## config.mk

```make
export PLATFORM = sky130hd
export DESIGN_NAME = oversampled_angle_normalizer
export DESIGN_NICKNAME = d
export VERILOG_FILES = /design/src/hdl/oan_pkg.sv /design/src/hdl/oan_divider.sv /design/src/hdl/oversampled_angle_normalizer.sv
export SDC_FILE = /design/constraint.sdc
export NUM_CORES = 1
export LEC_CHECK = 0
export BUFFER_PORTS_ARGS = -buffer_cell sky130_fd_sc_hd__clkbuf_2
export CAP_MARGIN = 15
export CORE_ASPECT_RATIO = 0.75
export CORE_UTILIZATION = 35
export DETAILED_ROUTE_END_ITERATION = 6
export MAX_ROUTING_LAYER = met4
export PLACE_DENSITY = 0.57
export SLEW_MARGIN = 0
export SYNTH_ARGS = -nofsm -noshare
export SYNTH_HDL_FRONTEND = slang
export SYNTH_SLANG_ARGS = --single-unit
export TNS_END_PERCENT = 20
```

## constraint.sdc

```tcl
create_clock -name clk -period 5.8 [get_ports clk]
set_input_delay 1.16 -clock clk [delete_from_list [all_inputs] [get_ports clk]]
set_output_delay 1.16 -clock clk [all_outputs]
set_load 0.02 [all_outputs]
```

## src/hdl/oan_pkg.sv

```systemverilog
// ----------------------------------------------------------------------------
// oan_pkg
// Shared types and constants of the oversampled angle normalizer: field
// widths, burst limit, divider sizing, sequencer states and divider bundles.
// ----------------------------------------------------------------------------
`default_nettype none

package oan_pkg;

  // field widths
  localparam int RAW_W  = 12;
  localparam int OFFS_W = 13;
  localparam int ANG_W  = 16;

  // burst limit and accumulator widths
  localparam int MAX_BURST = 1024;
  localparam int CNT_W     = $clog2(MAX_BURST + 1);
  localparam int SUM_W     = RAW_W + CNT_W;

  // raw wrap and full scale in 1/128 degree units
  localparam logic [OFFS_W-1:0] RAW_WRAP = OFFS_W'(4096);
  localparam logic [ANG_W-1:0]  FULL_Q7  = ANG_W'(46080);

  // divider sizing: dividend covers the sum and the scaled offset
  localparam int PROD_W    = OFFS_W + ANG_W;
  localparam int DIV_N     = (SUM_W > PROD_W) ? SUM_W : PROD_W;
  localparam int DIV_D     = (CNT_W > OFFS_W) ? CNT_W : OFFS_W;
  localparam int DIV_CNT_W = $clog2(DIV_N);

  // configuration register indexes
  localparam logic CFG_ZERO = 1'b0;
  localparam logic CFG_MAX  = 1'b1;

  // sequencer states
  typedef enum logic [2:0] {
    S_ACCUM,
    S_MEAN,
    S_MEAN_WAIT,
    S_OFFS,
    S_MUL,
    S_ANG,
    S_ANG_WAIT,
    S_FINISH
  } state_t;

  // divider request and response
  typedef struct packed {
    logic             start;
    logic [DIV_N-1:0] dividend;
    logic [DIV_D-1:0] divisor;
  } div_req_t;

  typedef struct packed {
    logic             busy;
    logic             done;
    logic [DIV_N-1:0] quotient;
  } div_rsp_t;

endpackage

`default_nettype wire

```

## src/hdl/oan_divider.sv

```systemverilog
// ----------------------------------------------------------------------------
// oan_divider
// Restoring radix-2 divider, one quotient bit per cycle. Shared by the mean
// and the angle computations; done pulses with the quotient in place.
// ----------------------------------------------------------------------------
`default_nettype none

module oan_divider (
  input  wire logic              clk,
  input  wire logic              rst,
  input  wire oan_pkg::div_req_t req,
  output oan_pkg::div_rsp_t      rsp
);

  logic                           busy;
  logic                           done;
  logic [oan_pkg::DIV_CNT_W-1:0]  cnt;
  logic [oan_pkg::DIV_N-1:0]      quo;
  logic [oan_pkg::DIV_D-1:0]      rem;
  logic [oan_pkg::DIV_D-1:0]      dvs;

  logic [oan_pkg::DIV_D:0]        trial;
  logic [oan_pkg::DIV_D:0]        diff;

  // one trial subtraction
  always_comb begin
    trial = {rem, quo[oan_pkg::DIV_N-1]};
    diff  = trial - {1'b0, dvs};
  end

  // control
  always_ff @(posedge clk) begin
    if (rst) begin
      busy <= 1'b0;
      done <= 1'b0;
      cnt  <= '0;
    end else begin
      done <= 1'b0;
      if (req.start) begin
        busy <= 1'b1;
        cnt  <= oan_pkg::DIV_CNT_W'(oan_pkg::DIV_N - 1);
      end else if (busy) begin
        cnt <= cnt - 1'b1;
        if (cnt == '0) begin
          busy <= 1'b0;
          done <= 1'b1;
        end
      end
    end
  end

  // datapath
  always_ff @(posedge clk) begin
    if (req.start) begin
      quo <= req.dividend;
      rem <= '0;
      dvs <= req.divisor;
    end else if (busy) begin
      if (!diff[oan_pkg::DIV_D]) begin
        rem <= diff[oan_pkg::DIV_D-1:0];
        quo <= {quo[oan_pkg::DIV_N-2:0], 1'b1};
      end else begin
        rem <= trial[oan_pkg::DIV_D-1:0];
        quo <= {quo[oan_pkg::DIV_N-2:0], 1'b0};
      end
    end
  end

  assign rsp.busy     = busy;
  assign rsp.done     = done;
  assign rsp.quotient = quo;

endmodule

`default_nettype wire

```

## src/hdl/oversampled_angle_normalizer.sv

```systemverilog
// ----------------------------------------------------------------------------
// oversampled_angle_normalizer
// Averages a burst of raw angle samples and scales it to 1/128 degree units.
// ----------------------------------------------------------------------------
// Usage:
//   s_* stream carries raw samples, one word per sample; s_tuser marks a good
//   reading, s_tlast the final sample of a burst. Mid-burst words are taken
//   at one per cycle and only accumulated.
//   m_* stream carries one result word per burst; m_tuser flags an empty
//   burst, in which case the last good results are repeated.
//   cfg_* writes zero_position (index 0) and max_position (index 1).
// Result sequence:
//   after the last sample of a burst with good readings the sequencer runs
//   the shared restoring divider twice, one quotient bit per cycle over a
//   29-bit dividend; an empty burst goes straight to the output register.
//   s_tready is low from the last sample until the result is loaded.
// Reset and stall:
//   rst clears accumulators, held results and the output valid flag, and sets
//   zero_position to 0 and max_position to 4095. A result waits in the
//   output register while m_tready is low; the next burst is accumulated
//   meanwhile and its result waits until the register is free.
// ----------------------------------------------------------------------------
`default_nettype none

module oversampled_angle_normalizer (
  input  wire logic        clk,
  input  wire logic        rst,
  // configuration
  input  wire logic        cfg_wen,
  input  wire logic        cfg_addr,
  input  wire logic [11:0] cfg_wdata,
  // sample stream
  input  wire logic        s_tvalid,
  output logic             s_tready,
  input  wire logic [15:0] s_tdata,   // raw_sample[11:0], zero pad
  input  wire logic        s_tuser,   // sample_valid
  input  wire logic        s_tlast,   // last_sample
  // result stream
  output logic             m_tvalid,
  input  wire logic        m_tready,
  output logic [55:0]      m_tdata,   // angle_q7, average_raw, offset_from_zero,
                                      // span, zero pad
  output logic             m_tuser    // no_samples
);

  oan_pkg::state_t                 state;
  oan_pkg::state_t                 state_next;

  logic [oan_pkg::RAW_W-1:0]       zero_pos;
  logic [oan_pkg::RAW_W-1:0]       max_pos;

  logic [oan_pkg::SUM_W-1:0]       sample_sum;
  logic [oan_pkg::CNT_W-1:0]       valid_count;
  logic [oan_pkg::SUM_W-1:0]       sample_sum_next;
  logic [oan_pkg::CNT_W-1:0]       valid_count_next;

  logic [oan_pkg::RAW_W-1:0]       held_average;
  logic [oan_pkg::OFFS_W-1:0]      held_offset;
  logic [oan_pkg::OFFS_W-1:0]      held_span;
  logic [oan_pkg::ANG_W-1:0]       held_angle;
  logic                            empty;

  logic [oan_pkg::PROD_W-1:0]      product;

  logic [oan_pkg::RAW_W-1:0]       offs_wrap;
  logic [oan_pkg::RAW_W-1:0]       span_wrap;
  logic [oan_pkg::OFFS_W-1:0]      span_full;
  logic [oan_pkg::OFFS_W-1:0]      offs_clamp;

  logic [oan_pkg::ANG_W-1:0]       out_angle;
  logic [oan_pkg::RAW_W-1:0]       out_avg;
  logic [oan_pkg::OFFS_W-1:0]      out_offs;
  logic [oan_pkg::OFFS_W-1:0]      out_span;
  logic                            out_empty;

  logic                            in_accept;
  logic                            out_free;
  logic                            out_load;

  oan_pkg::div_req_t               div_req;
  oan_pkg::div_rsp_t               div_rsp;

  // shared divider
  oan_divider u_div (
    .clk (clk),
    .rst (rst),
    .req (div_req),
    .rsp (div_rsp)
  );

  // configuration registers
  always_ff @(posedge clk) begin
    if (rst) begin
      zero_pos <= '0;
      max_pos  <= '1;
    end else if (cfg_wen) begin
      unique case (cfg_addr)
        oan_pkg::CFG_ZERO: zero_pos <= cfg_wdata;
        oan_pkg::CFG_MAX:  max_pos  <= cfg_wdata;
        default: ;
      endcase
    end
  end

  assign in_accept = s_tvalid && s_tready;
  assign out_free  = !m_tvalid || m_tready;

  // accumulator update for the incoming word
  always_comb begin
    sample_sum_next  = sample_sum;
    valid_count_next = valid_count;
    if (s_tuser && (valid_count < oan_pkg::CNT_W'(oan_pkg::MAX_BURST))) begin
      sample_sum_next  = sample_sum + oan_pkg::SUM_W'(s_tdata[oan_pkg::RAW_W-1:0]);
      valid_count_next = valid_count + 1'b1;
    end
  end

  // wrapped offset and span, offset clamped to span
  always_comb begin
    offs_wrap  = held_average - zero_pos;
    span_wrap  = max_pos - zero_pos;
    span_full  = (span_wrap == '0) ? oan_pkg::RAW_WRAP : {1'b0, span_wrap};
    offs_clamp = ({1'b0, offs_wrap} > span_full) ? span_full : {1'b0, offs_wrap};
  end

  // next state
  always_comb begin
    state_next = state;
    unique case (state)
      oan_pkg::S_ACCUM: begin
        if (in_accept && s_tlast) begin
          state_next = (valid_count_next == '0) ? oan_pkg::S_FINISH : oan_pkg::S_MEAN;
        end
      end
      oan_pkg::S_MEAN:      state_next = oan_pkg::S_MEAN_WAIT;
      oan_pkg::S_MEAN_WAIT: if (div_rsp.done) state_next = oan_pkg::S_OFFS;
      oan_pkg::S_OFFS:      state_next = oan_pkg::S_MUL;
      oan_pkg::S_MUL:       state_next = oan_pkg::S_ANG;
      oan_pkg::S_ANG:       state_next = oan_pkg::S_ANG_WAIT;
      oan_pkg::S_ANG_WAIT:  if (div_rsp.done) state_next = oan_pkg::S_FINISH;
      oan_pkg::S_FINISH:    if (out_free) state_next = oan_pkg::S_ACCUM;
      default:              state_next = oan_pkg::S_ACCUM;
    endcase
  end

  // sequencer outputs
  always_comb begin
    s_tready         = 1'b0;
    out_load         = 1'b0;
    div_req.start    = 1'b0;
    div_req.dividend = oan_pkg::DIV_N'(sample_sum);
    div_req.divisor  = oan_pkg::DIV_D'(valid_count);
    unique case (state)
      oan_pkg::S_ACCUM: s_tready = 1'b1;
      oan_pkg::S_MEAN:  div_req.start = 1'b1;
      oan_pkg::S_ANG: begin
        div_req.start    = 1'b1;
        div_req.dividend = oan_pkg::DIV_N'(product);
        div_req.divisor  = oan_pkg::DIV_D'(held_span);
      end
      oan_pkg::S_FINISH: out_load = out_free;
      default: ;
    endcase
  end

  // state register
  always_ff @(posedge clk) begin
    if (rst) begin
      state <= oan_pkg::S_ACCUM;
    end else begin
      state <= state_next;
    end
  end

  // accumulators, held results and empty flag
  always_ff @(posedge clk) begin
    if (rst) begin
      sample_sum   <= '0;
      valid_count  <= '0;
      held_average <= '0;
      held_offset  <= '0;
      held_span    <= '0;
      held_angle   <= '0;
      empty        <= 1'b0;
    end else begin
      if (in_accept) begin
        sample_sum  <= sample_sum_next;
        valid_count <= valid_count_next;
        empty       <= (valid_count_next == '0);
      end
      if (state == oan_pkg::S_MEAN_WAIT && div_rsp.done) begin
        held_average <= div_rsp.quotient[oan_pkg::RAW_W-1:0];
      end
      if (state == oan_pkg::S_OFFS) begin
        held_offset <= offs_clamp;
        held_span   <= span_full;
      end
      if (state == oan_pkg::S_ANG_WAIT && div_rsp.done) begin
        held_angle <= div_rsp.quotient[oan_pkg::ANG_W-1:0];
      end
      if (out_load) begin
        sample_sum  <= '0;
        valid_count <= '0;
      end
    end
  end

  // scaled offset, registered before the divider
  always_ff @(posedge clk) begin
    if (state == oan_pkg::S_MUL) begin
      product <= oan_pkg::PROD_W'(held_offset) * oan_pkg::PROD_W'(oan_pkg::FULL_Q7);
    end
  end

  // output register
  always_ff @(posedge clk) begin
    if (rst) begin
      m_tvalid <= 1'b0;
    end else if (out_load) begin
      m_tvalid <= 1'b1;
    end else if (m_tready) begin
      m_tvalid <= 1'b0;
    end
  end

  always_ff @(posedge clk) begin
    if (out_load) begin
      out_angle <= held_angle;
      out_avg   <= held_average;
      out_offs  <= held_offset;
      out_span  <= held_span;
      out_empty <= empty;
    end
  end

  assign m_tdata = {2'b00, out_span, out_offs, out_avg, out_angle};
  assign m_tuser = out_empty;

  // divider is started only when idle
  a_div_idle: assert property (@(posedge clk) disable iff (rst)
    div_req.start |-> !div_rsp.busy)
    else $error("divider started while busy");

  // a pending result is never overwritten
  a_no_overwrite: assert property (@(posedge clk) disable iff (rst)
    out_load |-> (!m_tvalid || m_tready))
    else $error("output register overwritten");

  // the angle divisor is never zero
  a_span_nonzero: assert property (@(posedge clk) disable iff (rst)
    (state == oan_pkg::S_ANG) |-> (held_span != '0))
    else $error("zero span at angle division");

  // valid count stays within the burst limit
  a_count_limit: assert property (@(posedge clk) disable iff (rst)
    valid_count <= oan_pkg::CNT_W'(oan_pkg::MAX_BURST))
    else $error("valid count above burst limit");

  // end of burst stops intake
  a_last_stalls: assert property (@(posedge clk) disable iff (rst)
    (in_accept && s_tlast) |=> !s_tready)
    else $error("input still ready after end of burst");

endmodule

`default_nettype wire

```

Word level (Yosys, flattened, before mapping)
Index checks and enable logic that the tools add are counted.
Widths: inputs -> output; s select.
Cells by class
  order comparisons: 2
  eq/ne operators: 11
  multiplexer cells: 25
  reductions and logical operators: 21
  bitwise logic cells: 2
  add/sub/neg operators: 6
  multipliers: 1
Operators with widths (count)
  $mux 29: 2
  $mux 42: 1
  $mux 13: 3
  $pmux 3 s8: 1
  $sub 12x12->12: 2
  $add 23x12->23: 1
  $mul 13x6->19 const B: 1
  $mux 3: 5
  $sub 14x13->14: 1
  $gt 12x13->1: 1
  $eq 3x3->1 const B: 4
  $logic_not 12->1: 1
  $add 11x1->11 const B: 1
  $logic_not 11->1: 1
  $lt 11x11->1 const B: 1
  $mux 11: 1
  $mux 1: 10
  $mux 5: 2
  $eq 3x2->1 const B: 2
  $reduce_and 2->1: 3
  $reduce_or 2->1: 3
  $logic_and 1x1->1: 5
  $logic_not 5->1: 1
  $sub 5x1->5 const B: 1
  10 further kinds: 14
Storage, ports and cells
  flip-flop bits (word level): 253
  logic and storage cells: 93
  output and inout bits: 59
  input bits: 36

Longest topological paths before layout
Gate-level depths: netlist of run 1.
  word-level depth: 7
  mapped depth: 19
  depth with buffers taken out: 18

Modules after synthesis
From an unflattened synthesis of run 1, not the netlist that was laid out.
Unflattened totals
  cell total of the unflattened synthesis: 1403
  area total of the unflattened synthesis: 13867.0 um^2
By module, submodules not included
  oversampled_angle_normalizer: cells an instance 1132, area an instance 10631.4 um^2, seq. area each 4564.4 um^2, times used 1
  oan_divider: cells an instance 271, area an instance 3235.6 um^2, seq. area each 1661.6 um^2, times used 1

Worst setup path after synthesis of run 1
No wires, ideal clock.
  kind: input-to-reg
  start point: input m_tready
  end point: register sample_sum[22] (netlist bit)
  slack: 1135 ps
  library setup time: 128 ps
  data required time: 5672 ps
  stages: 6
  data arrival time: 4537 ps
  path buffers: 2
  path through: nor2b_1 -> nor2_1 -> or2_2 -> clkbuf_1 -> clkbuf_1 -> nor2_1
On the way
  cells in the longest elaborated chain, start to end: 3
Ends and longest elaborated chain
  from (decl): RTL line oversampled_angle_normalizer.sv:40  | input wire logic m_tready,
  $logic_or 1x1->1: RTL line oversampled_angle_normalizer.sv:106  | assign out_free = !m_tvalid || m_tready;
  $mux 1: RTL line oversampled_angle_normalizer.sv:153  | unique case (state)
  named net out_load: RTL line oversampled_angle_normalizer.sv:78  | logic out_load;
  $reduce_or 2->1 (no line)
  to (signal assigned): RTL line oversampled_angle_normalizer.sv:187  | sample_sum <= sample_sum_next;
  to (decl): RTL line oversampled_angle_normalizer.sv:52  | logic [oan_pkg::SUM_W-1:0] sample_sum;
The timed path passes the listed nets, and every way through them passes these cells.
A chain may end at the register's enable or synchronous reset.

Final worst setup path of run 1
  start point: register zero_pos[0] (netlist bit)
  end point: register held_offset[8] (netlist bit)
On the way
  cells in the longest elaborated chain, start to end: 5
  elaborated cells on any way between the ends: 6
  classes of those cells: add/sub (2); order compare (1); mux (2); reduce/logical (1)
Ends and longest elaborated chain
  from (decl): RTL line oversampled_angle_normalizer.sv:49  | logic [oan_pkg::RAW_W-1:0] zero_pos;
  from (signal assigned): RTL line oversampled_angle_normalizer.sv:98  | oan_pkg::CFG_ZERO: zero_pos <= cfg_wdata;
  $sub 12x12->12: RTL line oversampled_angle_normalizer.sv:121  | span_wrap = max_pos - zero_pos;
  $logic_not 12->1: RTL line oversampled_angle_normalizer.sv:122  | span_full = (span_wrap == '0) ? oan_pkg::RAW_WRAP : {1'b0, span_wrap};
  $mux 13: RTL line oversampled_angle_normalizer.sv:122
  $gt 12x13->1: RTL line oversampled_angle_normalizer.sv:123  | offs_clamp = ({1'b0, offs_wrap} > span_full) ? span_full : {1'b0, offs_wrap};
  $mux 13 (*): RTL line oversampled_angle_normalizer.sv:123
  to (signal assigned): RTL line oversampled_angle_normalizer.sv:195  | held_offset <= offs_clamp;
  to (decl): RTL line oversampled_angle_normalizer.sv:58  | logic [oan_pkg::OFFS_W-1:0] held_offset;
Every way passes the cells marked *; elsewhere a longest branch is shown, timed or not.

==> results.md, run 1 <==
- The area of the die is 39900 µm².
- The instance count of the mapped netlist is 1407.
- The number of warnings printed during yosys synthesis is 0.
- STA puts the critical path data required time at 6.26 ns.
- At the pin with the least slew margin, the transition time is 1.01 ns.
- The number of buffers and inverters on the critical path is 1.
- The number of standard-cell rows in the floorplan is 62.
- The distinct cell type count of the synthesized netlist is 72.
- The insertion delay of the later-clocked pin in the worst-skew pair is 0.56 ns.
- For this run, asynchronously set or reset flops after synthesis account for 0.
- The starting utilization of the core area is 0.357.
- The global routing stage identified its most utilized layer as met1.
- The share of synthesized area in the top cell type comes to 0.254.
- The worst setup path is launched from a register.
- The detailed router finished its first iteration with 640 violations.
- The most frequent cell on the critical path is a21oi_1.
- The layout cell share with drive strength beyond 1 is 0.121.
- The remaining antenna violation count is 0.
- The instance count on the critical path is 17.
- The total number of vias is between 10000 and 15000.
- Walking the worst path, the cells encountered are ha_1 -> inv_1 -> fa_1 -> a21oi_1 -> o21ai_0 -> a2111oi_0 -> o31ai_1 -> a21oi_1 -> xnor2_1 -> ha_1 -> a21o_1 -> a21o_1 -> nor3_1 -> a21oi_1 -> nand2_1 -> a211oi_1 -> a211oi_1.
- Subtracting the final worst setup slack from the clock period gives about 4.7 ns.
- The relative area change from synthesis to final layout is 12.8%.
- The clock tree skew after final layout is 0.0193 ns.
- The sequential element share of the synthesized area is 0.454.
- On the critical path, the stage with the largest delay is an instance of a2111oi_0.
- Across the VDD grid, the largest voltage drop is between 150 and 200 µV.
- The synthesized design spends more area on one cell type than any other, namely edfxtp_1.
- For this run, the detailed router's first-pass iteration total came to 5.
- The flow ran to the end, and the final reports show no timing, DRC or antenna violations.
- After the last flow step, the layout net total stands at 1635.
- For this run, design rule violations remaining after detail routing come to 0.
- The final cell count without fillers is 2010.
- The final max-slew violation count is 0.
- CTS built an H-tree with a depth of 1.
- Across every metal layer, demand over resource in global routing totals 0.175.
- The most common cell in the synthesized netlist is nand2_1.
- The first global-routing pass estimated 54.4 mm of wire.
- The final global-route overflow total is 0.
- The vias per cell is 5.13.
- Static timing analysis puts the maximum clock frequency at 0.211 GHz.
- 95 I/O pins were placed.
- The worst register-to-register path begins at zero_pos[0].
- The post-synth design cell area is 13700 µm².
- Port buffering added 88 buffers.
- The number of register bits inferred by synthesis is between 200 and 300.
- The number of hold buffers added after CTS was 0.
- Entering global routing, the biggest net connects 60 pins.
- Setup violations remaining at the end of the flow were counted as 0.
- The average wire per cell in the routed design is 16.9 µm.
- Summed over all cells, the static leakage comes to approximately 0.0062 µW.
- The met2 demand-to-capacity share in global routing is 0.240.
- The worst setup path endpoint is held_offset[8].
- The classification of the worst-slack hold path is register to register.
- The root buffer cell chosen for the clock tree is clkbuf_16.
- The average footprint of a synthesized cell is between 9 and 10 µm².
- The number of buffers inserted by post-CTS setup repair is 0.
- By area the synthesized netlist is led by edfxtp_1, dfxtp_1, ha_1, nand2_1, a21oi_1.
- The met3 capacity usage during global routing is 0.0270.
- The max-capacitance violation count is 0.
- The share of the cycle needed by the critical path after routing is 0.817.
- Detailed placement ended at an HPWL of 25.1 mm.
- In this run, placement finished with an instance count of around 2000.
- The hold violation total from the final report is 0.
- TritonCTS built the clock tree.
- The type of destination of the critical path is a register.
- The arrival time of data at the critical path endpoint is approximately 5.2 ns.
- The origin of the worst setup path is zero_pos[0].
- After detailed routing, the total wire length is 33.9 mm.
- The CTS clock-pin slew for the worst setup and hold paths is 0.07 ns.
- The total negative slack for setup checks is 0 ns.
- The number of antenna diodes in the final layout is 0.
- In this run the horizontal extent of the chip is ~230 µm.
- The endpoint identified for the worst register-to-register timing path is held_offset[8].
- The total area inside the core boundary comes to 38400 µm².
- The total power density per cell area is 313 nW/µm².
- The critical path class is register to register.
- The final RePlAce weighted congestion is 0.900.
- The global-route track usage on met1 is 0.268.
- The most used flip-flop cell after synthesis is dfxtp_1.
- The y dimension of the die is 173 µm.
- The worst pin sits at a relative slew slack of 0.329.
- The clock net sink count is 253.
- Counting flops with a built-in enable in the synthesized netlist gives 116.
- Hold timing on the final database bottoms out at a slack of 0.424 ns.
- Across all register-to-register paths, the minimum setup slack is ~1.1 ns.
- The longest clock path from root to sink contains 3 buffers.
- The post-cts resize count is 0.
- Of all nets on the critical path, the largest fanout is 12.
- In this design, the stage delay of the slowest critical-path cell is 0.67 ns.
- The number of cells traversed by the worst register-to-register path is 17.
- The via count of the first global-routing pass came to just under 10000.
- The number of buffers added by the clock tree synthesis step is 26.
- The kind of cell with the highest combined delay on the critical path is compound AO/OA/AOI/OAI gates.
- The initial antenna violation count came to 0.
- Ranked by instance count, the synthesized netlist is headed by nand2_1, dfxtp_1, a21oi_1.
- Setup repair after global routing left no endpoint under its margin.
-- layout by cell type (no fill, tap or decap), types with 5 or more instances in the layout --
cell type  netlist  layout
clkbuf_2         0      87
inv_1          111     111
a21oi_1        119     119
o21ai_0         59      59
fa_1            24      24
dfxtp_1        137     136
o221a_2          6       6
a211oi_1        19      19
nand4_1         12      12
nor2_1          80      78
edfxtp_1       116     116
mux2_2          12      12
clkbuf_16        0      26
o21a_1          20      20
or3_1           15      15
nand3b_1        14      14
a31o_2           5       5
nand3_1         29      29
nor3_1          37      37
buf_4            2      11
a21o_1          10      10
clkinv_2         0       5
and2_1           7       7
mux2i_1         25      25
o31a_1           9       9
xor2_1          20      20
or2_2            6       6
clkinv_1         1      10
o21bai_1         5       5
o211ai_1         5       5
nand2_1        192     192
a2111oi_0        5       5
and3_1          19      19
nand2b_1        12      11
nor2b_1         15      15
xnor2_1         40      40
ha_1            97      97
a31oi_1          9       9
a211o_1         16      16
-- flip-flops by register name (all words and copies together) (netlist names), 13 cells and up --
signal	count
u_div.quo	29
held_span	13
u_div.rem	13
held_offset	13
out_angle	16
held_angle	16
sample_sum	23
out_span	13
out_offs	13
product	19
u_div.dvs	13
-- final cells by class --
| class | count | area [µm²] |
|---|---|---|
| clock inverter | 19 | 133 |
| multi-input combinational | 987 | 6850 |
| inverter | 112 | 420 |
| fill | 3854 | 22900 |
| timing repair buffer | 98 | 518 |
| tap | 512 | 641 |
| clock buffer | 29 | 662 |
| sequential | 253 | 6230 |
-- routing by layer --
| metal | routed length (µm) | vias to the layer above | share of wire |
|---|---|---|---|
| li1 | - | 5127 | - |
| met1 | 18000 | 4940 | 0.53 |
| met2 | 13700 | 201 | 0.40 |
| met3 | 1590 | 40 | 0.047 |
| met4 | 612 | 0 | 0.018 |
| met5 | 0 | - | 0 |
-- worst min-delay path by stage --
stage                         startpoint             to  depth (start not counted)  slack, ns
final                      held_angle[1]   out_angle[1]                          0       0.42
after global routing       held_angle[8]   out_angle[8]                          0       0.44
after CTS                  held_angle[1]   out_angle[1]                          0       0.43
after detailed placement   held_angle[2]   out_angle[2]                          0       0.42
after global placement    held_angle[15]  out_angle[15]                          0       0.42
after floorplan                    empty        m_tuser                          0       0.41
-- through the flow --
step / total power (µW) / util / setup WS (ns) / instance area, µm²
5_1_grt: 5110 / 0.402 / 0.772 / 15500
3_5_place_dp: 3270 / 0.382 / 1.25 / 14700
2_1_floorplan: 3010 / - / 1.14 / 13700
6_report: 4840 / 0.402 / 1.06 / 15500
3_3_place_gp: 3250 / 0.382 / 1.32 / 14700
4_1_cts: 4880 / 0.402 / 1.21 / 15500
-- logic make-up (layout without fill, tap and decap cells) --
family / count (synthesis) / after routing / synth area share
and+or+nand+nor: 457 / 457 / 0.161
AOI/OAI and AO/OA: 309 / 309 / 0.146
DFF: 253 / 253 / 0.454
buffers and inverters: 168 / 258 / 0.0469
adders and majority gates: 121 / 121 / 0.124
xor gates and xnor gates: 61 / 61 / 0.0395
muxes: 37 / 37 / 0.0281
other: 1 / 2 / 0.000274
-- power breakdown --
| group | switching, µW | internal, µW | total, µW |
|---|---|---|---|
| sequential | 105 | 1990 | 2090 |
| clock | 728 | 869 | 1600 |
| combinational | 662 | 489 | 1150 |
No activity file was read; power rests on OpenSTA's default activity.
==> inputs of run 2 (changes only) <==
- clock period: 5.8 -> 5 ns (I/O delays scaled with it)
==> run 2 against run 1 <==
- cell count up 0.15%
- first-iteration DRC count decreased by 1.3%
- die area unchanged
- core utilization increased by 0.41 points
- cell area is 1.0% higher
- maximum frequency is 5.8% higher
- total power is 21% higher
- global-route usage fell by 0.11 points
- sequential share of layout area shrank 0.40 points
==> results.md, run 2 (synthesis gave the netlist of run 1 again) <==
- The flow ran to the end, and the final reports show no timing, DRC or antenna violations.
- The count of input and output buffers is 88 (unchanged).
- On the critical path, the stage with the largest delay is an instance of xor2_1.
- The remaining antenna violation count was 0 (unchanged).
- The endpoint required time on the critical path came to 5.46 ns (-0.80 ns).
- The classification of the worst-slack hold path is register to register.
- The worst flop-to-flop path startpoint is max_pos[0].
- The maximum clock frequency is 0.223 GHz (+5.8%).
- The total power density per cell area is 377 nW/µm² (+20%).
- The starting utilization of the core area came to 0.357 (unchanged).
- In the layout the commonest cells are nand2_1, dfxtp_1, a21oi_1.
- STA classifies the critical path startpoint as a register.
- The hold-critical path depth is 0 (unchanged).
- The post-detailed-placement half-perimeter wirelength came to 24.9 mm (-1.1%).
- The vias per cell came to 5.13 (about the same).
- The area of the die was 39900 µm² (unchanged).
- The kind of cell with the highest combined delay on the critical path is compound AO/OA/AOI/OAI gates.
- The count of hold-fix buffers inserted at cts is 0 (unchanged).
- The total number of H-tree levels is 1 (unchanged).
- The total routing usage reported by global routing came to 0.174 (-0.00106).
- The hold violation total from the final report is 0 (unchanged).
- The clock tree skew after final layout is 0.0118 ns (-0.00757 ns).
- The critical path class is register to register.
- The number of setup violations in the final report is 0 (unchanged).
- The count of routing violations after the opening detailed-route iteration is 632 (-1.3%).
- TritonCTS built the clock tree.
- The library cell used most frequently in the layout, excluding fill and tap cells, is nand2_1.
- The count of pins on the block boundary is 95 (unchanged).
- The combined area of the multi-input logic cells is 6850 µm² (about the same).
- The number of fillers in the final layout is 3798 (-1.5%).
- The worst setup path endpoint is held_offset[9].
- The insertion delay of the later-clocked pin in the worst-skew pair is 0.56 ns (about the same).
- The register-to-register setup slack came to 0.52 ns (-0.54 ns).
- The residual DRC count is 0 (unchanged).
- The number of buffers added by the clock tree synthesis step is 27 (+3.8%).
- The number of standard-cell rows in the floorplan is 62 (unchanged).
- The total inserted antenna cells came to 0 (unchanged).
- The final global-route overflow total came to 0 (unchanged).
- The largest registers in the layout are u_div.quo (29), sample_sum (23), product (19).
- In this run the critical register-to-register path is captured at held_offset[9].
- The type of destination of the critical path is a register.
- The worst setup slack after placement is 0.483 ns (-0.768 ns).
- The instance count on the critical path is 17 (unchanged).
- The average wire per cell in the routed design is 16.7 µm (-1.1%).
- The maximum clock path buffer count is 3 (unchanged).
- The power after layout was 5880 µW (+21%).
- The final wirelength was 33.6 mm (-0.99%).
- The wire length of the first global-routing pass is 53.7 mm (-1.4%).
- The post-layout worst setup margin is 0.520 ns (-0.539 ns).
- The count of nets after finishing is 1637 (+0.12%).
- The clock net sink count is 253 (unchanged).
- The via count of the first global-routing pass is 9770 (-1.7%).
- The flip-flop count of the largest register after layout is 29 (unchanged).
- The final core utilization came to 0.407 (+0.00407).
- The number of buffers and inverters on the critical path came to 2 (+1).
- Setup repair after global routing left no endpoint under its margin.
- The width of the die is 230 µm (unchanged).
- The final RePlAce weighted congestion came to 0.910 (+1.1%).
- The relative area change from synthesis to final layout is 13.9%.
- The cell sitting at the root of the clock tree is a clkbuf_16.
- The transition time of the tightest slew-check pin was 1.03 ns (+0.0209 ns).
- The highest cell delay on the worst timing path was 0.42 ns (-0.25 ns).
- The worst-case headroom to the max-slew limit is 0.315 (-0.0139).
- The number of cells traversed by the worst register-to-register path is 17 (unchanged).
- The first-pass iteration count of the detailed router was 5 (unchanged).
- The time the worst path needs with I/O delays and setup came to 4.48 ns (-0.261 ns).
- The y dimension of the die is 173 µm (unchanged).
- The total number of vias is 10300 (+0.13%).
- The largest fanout on the critical path is 12 (unchanged).
- The leakage dissipation is 0.00631 µW (+1.2%).
- The signal on the critical path passes through inv_1 -> ha_1 -> fa_1 -> nor2b_1 -> o31a_1 -> o21a_1 -> o21a_1 -> xor2_1 -> inv_1 -> ha_1 -> a211o_1 -> or2_2 -> a21oi_1 -> a21oi_1 -> nand2_1 -> a211oi_1 -> a211oi_1.
- The placeable core area came to 38400 µm² (unchanged).
- The worst vdd rail ir drop is 238 µV (+21%).
- The number of buffers inserted by post-CTS setup repair was 0 (unchanged).
- The CTS clock-pin slew for the worst setup and hold paths is 0.06 ns (about the same).
- The most flop-heavy register is u_div.quo.
- The arrival time of data at the critical path endpoint is 4.94 ns (-0.26 ns).
- The layout cell share with drive strength beyond 1 is 0.127 (+0.00575).
- The final max-slew violation count is 0 (unchanged).
- The share of the cycle needed by the critical path after routing is 0.896 (+0.0785).
- The placed cell area was 14700 µm² (about the same).
- The most critical setup path has its startpoint at max_pos[0].
- The max-capacitance violation count is 0 (unchanged).
- The pin count of the biggest net entering global routing came to 60 (unchanged).
- The initial antenna violation count is 0 (unchanged).
- The post-route cell area is 15600 µm² (+1.0%).
- The sequential cell area is 6230 µm² (unchanged).
- The total negative slack for setup checks was 0 ns (unchanged).
-- run 2: cell count changes in the layout (fill, tap and decap cells not counted) --
cell | before | now
a2111oi_1 | 0 | 1
clkinv_2 | 5 | 2
clkbuf_8 | 0 | 8
buf_4 | 11 | 12
clkbuf_16 | 26 | 27
a2111oi_0 | 5 | 4
inv_8 | 1 | 0
inv_6 | 0 | 2
bufinv_16 | 1 | 3
clkbuf_1 | 3 | 5
clkinv_8 | 1 | 0
clkinv_1 | 10 | 2
-- run 2: through the flow --
| step | hold WS (ns) | std cells |
|---|---|---|
| after global routing | 0.444 | 2013 |
| after global placement | 0.419 | 1963 |
| after floorplan | 0.408 | 1408 |
| after CTS | 0.436 | 2013 |
| after detailed placement | 0.422 | 1963 |
| final | 0.432 | 2013 |
-- run 2: power by group --
group	internal (µW)	switching (µW)	leakage, µW	total [µW]
Sequential	2310	121	0.00218	2430
Clock	1270	852	0.000461	2120
Combinational	569	761	0.00367	1330
-- run 2: cell type report --
| cell class | instances | area share |
|---|---|---|
| clock buffer | 40 | 0.0515 |
| clock inverter | 10 | 0.00882 |
| timing repair buffer | 99 | 0.0337 |
| inverter | 112 | 0.0269 |
| sequential | 253 | 0.399 |
| tap | 512 | 0.0410 |
| multi-input combinational | 987 | 0.439 |
-- run 2: routing by layer --
metal / GRT usage / share of wire / up-vias
met5: - / 0 / -
met4: 0.0384 / 0.020 / 0
met3: 0.0340 / 0.060 / 47
met2: 0.235 / 0.40 / 232
met1: 0.263 / 0.52 / 4902
li1: - / - / 5140
-- run 2: worst min path at each step --
stage                         startpoint       endpoint  slack, ns
final                      held_angle[2]   out_angle[2]       0.43
after global routing       held_angle[6]   out_angle[6]       0.44
after CTS                 held_angle[13]  out_angle[13]       0.44
after detailed placement   held_angle[1]   out_angle[1]       0.42
after global placement    held_angle[11]  out_angle[11]       0.42
after floorplan                    empty        m_tuser       0.41
-- run 2: what timing repair did --
action	CTS	global route
resized for setup	0	1
setup endpoints to repair	0	3
hold endpoints to repair	0	0
==> inputs of run 3 (changes only) <==
- PLACE_DENSITY: 0.57 -> default
- PLACE_DENSITY_LB_ADDON: default -> 0.05
==> run 3 against run 2 <==
- global-route usage grew 0.98 points
- sequential power is essentially flat
- core utilization shrank 0.095 points
- total power shrank 0.92%
- clock power shrank 4%
- non-clock buffer count grew 2
- first-iteration DRC count grew 3.2%
- clock skew grew 0.0096 ns
==> results.md, run 3 (synthesis gave the netlist of run 1 again) <==
- The run finished with clean final reports.
- The worst vdd rail ir drop is 236 µV (-0.99%).
- The flip-flop count of the largest register after layout is 29 (unchanged).
- The number of standard-cell rows in the floorplan came to 62 (unchanged).
- Setup repair after global routing left no endpoint under its margin.
- The final core utilization came to 0.406 (-0.000945).
- The arrival time of data at the critical path endpoint is 5.03 ns (+0.09 ns).
- The vias per cell came to 5.06 (-1.4%).
- The largest registers in the layout are u_div.quo (29), sample_sum (23), product (19).
- The register-to-register setup slack was 0.46 ns (-0.06 ns).
- TritonCTS built the clock tree.
- The relative area change from synthesis to final layout is 13.7%.
- The total number of H-tree levels is 1 (unchanged).
- The leakage dissipation is 0.00629 µW (-0.35%).
- The post-detailed-placement half-perimeter wirelength is 25.9 mm (+4.4%).
- The highest cell delay on the worst timing path is 0.57 ns (+0.15 ns).
- The clock tree skew after final layout is 0.0214 ns (+0.00963 ns).
- The post-cts resize count is 0 (unchanged).
- The maximum clock path buffer count came to 3 (unchanged).
- The power after layout is 5830 µW (-0.92%).
- The startpoint type of the worst setup path is a register.
- The layout cell share with drive strength beyond 1 was 0.124 (-0.00300).
- The power share of the combinational group is 0.234 (+0.008).
- The residual DRC count is 0 (unchanged).
- The type of destination of the critical path is a register.
- The max-capacitance violation count is 0 (unchanged).
- The worst hold slack is 0.428 ns (-0.00461 ns).
- The total power density per cell area is 374 nW/µm² (-0.69%).
- Counting flops per register, the top entry is u_div.quo.
- The power share of the clock group was 0.350 (-0.011).
- The worst hold path belongs to the class register to register.
- The width of the die was 230 µm (unchanged).
- The library cells used most frequently in the layout, excluding fill and tap cells, are nand2_1, dfxtp_1, a21oi_1.
- The number of setup violations in the final report is 0 (unchanged).
- The time the worst path needs with I/O delays and setup came to 4.54 ns (+0.0597 ns).
- The net switching power is 1790 µW (+3.1%).
- The wire length of the first global-routing pass came to 56.1 mm (+4.6%).
- The total number of vias came to 10200 (-1.1%).
- The final wirelength is 35.3 mm (+5.3%).
- Traced cell by cell, the critical path runs through ha_1 -> inv_1 -> fa_1 -> a21oi_1 -> o21ai_0 -> a2111oi_0 -> nor2_1 -> xnor2_1 -> ha_1 -> a211o_1 -> or2_2 -> a21oi_1 -> a21oi_1 -> nand2_1 -> a211oi_1 -> a211oi_1.
- The part of the total power dissipated in sequential elements is 0.416 (+0.003).
- The total routing usage reported by global routing came to 0.184 (+0.00985).
- The count of routing violations after the opening detailed-route iteration was 652 (+3.2%).
- The count of input and output buffers is 88 (unchanged).
- The transition time of the tightest slew-check pin was 0.947 ns (-0.0807 ns).
- The internal power is 4040 µW (-2.6%).
- The share of the cycle needed by the critical path after routing was 0.908 (+0.0119).
- The hold violation total from the final report is 0 (unchanged).
- The most frequent cell on the critical path is a21oi_1.
- The switching power share of the total is 0.307 (+0.0120).
- The largest individual stage delay along the critical path comes from the cell a2111oi_0.
- The placeable core area is 38400 µm² (unchanged).
- The average wire per cell in the routed design is 17.5 µm (+5.0%).
- CTS placed an instance of clkbuf_16 at the clock tree root.
- The count of nets after finishing is 1640 (+0.18%).
- The first-pass iteration count of the detailed router was 5 (unchanged).
- The total negative slack for setup checks is 0 ns (unchanged).
- The remaining antenna violation count is 0 (unchanged).
- The initial antenna violation count is 1 (+1).
- The final RePlAce weighted congestion is 0.817 (-10%).
- The number of buffers inserted by post-CTS setup repair is 0 (unchanged).
- The pin count of the biggest net entering global routing is 59 (-1.7%).
- The maximum clock frequency is 0.220 GHz (-1.3%).
- The area of the die is 39900 µm² (unchanged).
- The final max-slew violation count came to 0 (unchanged).
- The worst-case headroom to the max-slew limit is 0.368 (+0.0525).
- The number of buffers added by the clock tree synthesis step is 28 (+3.7%).
- The leading cell type in the layout, fill and taps excluded is nand2_1.
- The CTS clock-pin slew for the worst setup and hold paths was 0.07 ns (about the same).
- The final global-route overflow total is 0 (unchanged).
- The largest fanout on the critical path is 12 (unchanged).
- The clock net sink count came to 253 (unchanged).
- The y dimension of the die is 173 µm (unchanged).
- The starting utilization of the core area was 0.357 (unchanged).
- The via count of the first global-routing pass was 9746 (-0.25%).
- The worst setup path is of the register to register kind.
- The insertion delay of the later-clocked pin in the worst-skew pair came to 0.57 ns (about the same).
- The endpoint required time on the critical path is 5.49 ns (+0.03 ns).
- The count of pins on the block boundary was 95 (unchanged).
- The count of hold-fix buffers inserted at cts was 0 (unchanged).
[run 3: cell types whose count changed in the layout (fill, tap and decap cells not counted), sizes merged]
cell | previous run | this run
clkinv | 5 | 10
diode | 0 | 1
bufinv | 3 | 2
buf | 12 | 14
inv | 113 | 111
[run 3: final cells by class]
| class | instances | area (µm²) |
|---|---|---|
| fill | 3843 | 22800 |
| multi-input combinational | 987 | 6850 |
| sequential | 253 | 6230 |
| clock buffer | 40 | 756 |
| tap | 512 | 641 |
| timing repair buffer | 101 | 541 |
| inverter | 112 | 420 |
| clock inverter | 12 | 134 |
| antenna | 1 | 2.50 |
[run 3: per-stage QoR]
stage / cells / setup slack [ns] / cell area (µm²)
after CTS: 2017 / 0.415 / 15600
after floorplan: 1408 / 0.495 / 13700
after global placement: 1965 / 0.498 / 14700
final: 2018 / 0.461 / 15600
after detailed placement: 1965 / 0.427 / 14700
after global routing: 2017 / 0.0383 / 15600
[run 3: final timing paths]
check / startpoint / to / cells past startpoint
worst max register to register: zero_pos[0] / held_offset[9] / 16
worst max-delay path: zero_pos[0] / held_offset[9] / 16
worst min-delay path: held_angle[2] / out_angle[2] / 0
worst min register to register: held_angle[2] / out_angle[2] / 0
[run 3: power groups by stage]
stage	combinational, µW	clock [µW]	sequential, µW
floorplan	1080	0	2420
global placement	1350	0	2460
detailed placement	1370	0	2470
CTS	1380	2100	2420
global route	1540	2180	2440
finish	1370	2040	2420
[run 3: worst max-delay path, delay by kind of cell, from the launching register on]
| family | cells | cell delay [ns] |
|---|---|---|
| AO/OA/AOI/OAI | 8 | 1.98 |
| XOR/XNOR | 1 | 0.32 |
| adder cells (fa/ha/maj) | 3 | 0.93 |
| buffers and inverters | 1 | 0.06 |
| flip-flops | 1 | 0.37 |
| AND/OR/NAND/NOR | 3 | 0.81 |
[run 3: per-layer routing]
layer / track usage / share of wire / vias up
li1: - / - / 5128
met1: 0.285 / 0.55 / 4875
met2: 0.251 / 0.40 / 167
met5: - / 0 / -
met4: 0.0304 / 0.013 / 0
met3: 0.0263 / 0.038 / 36
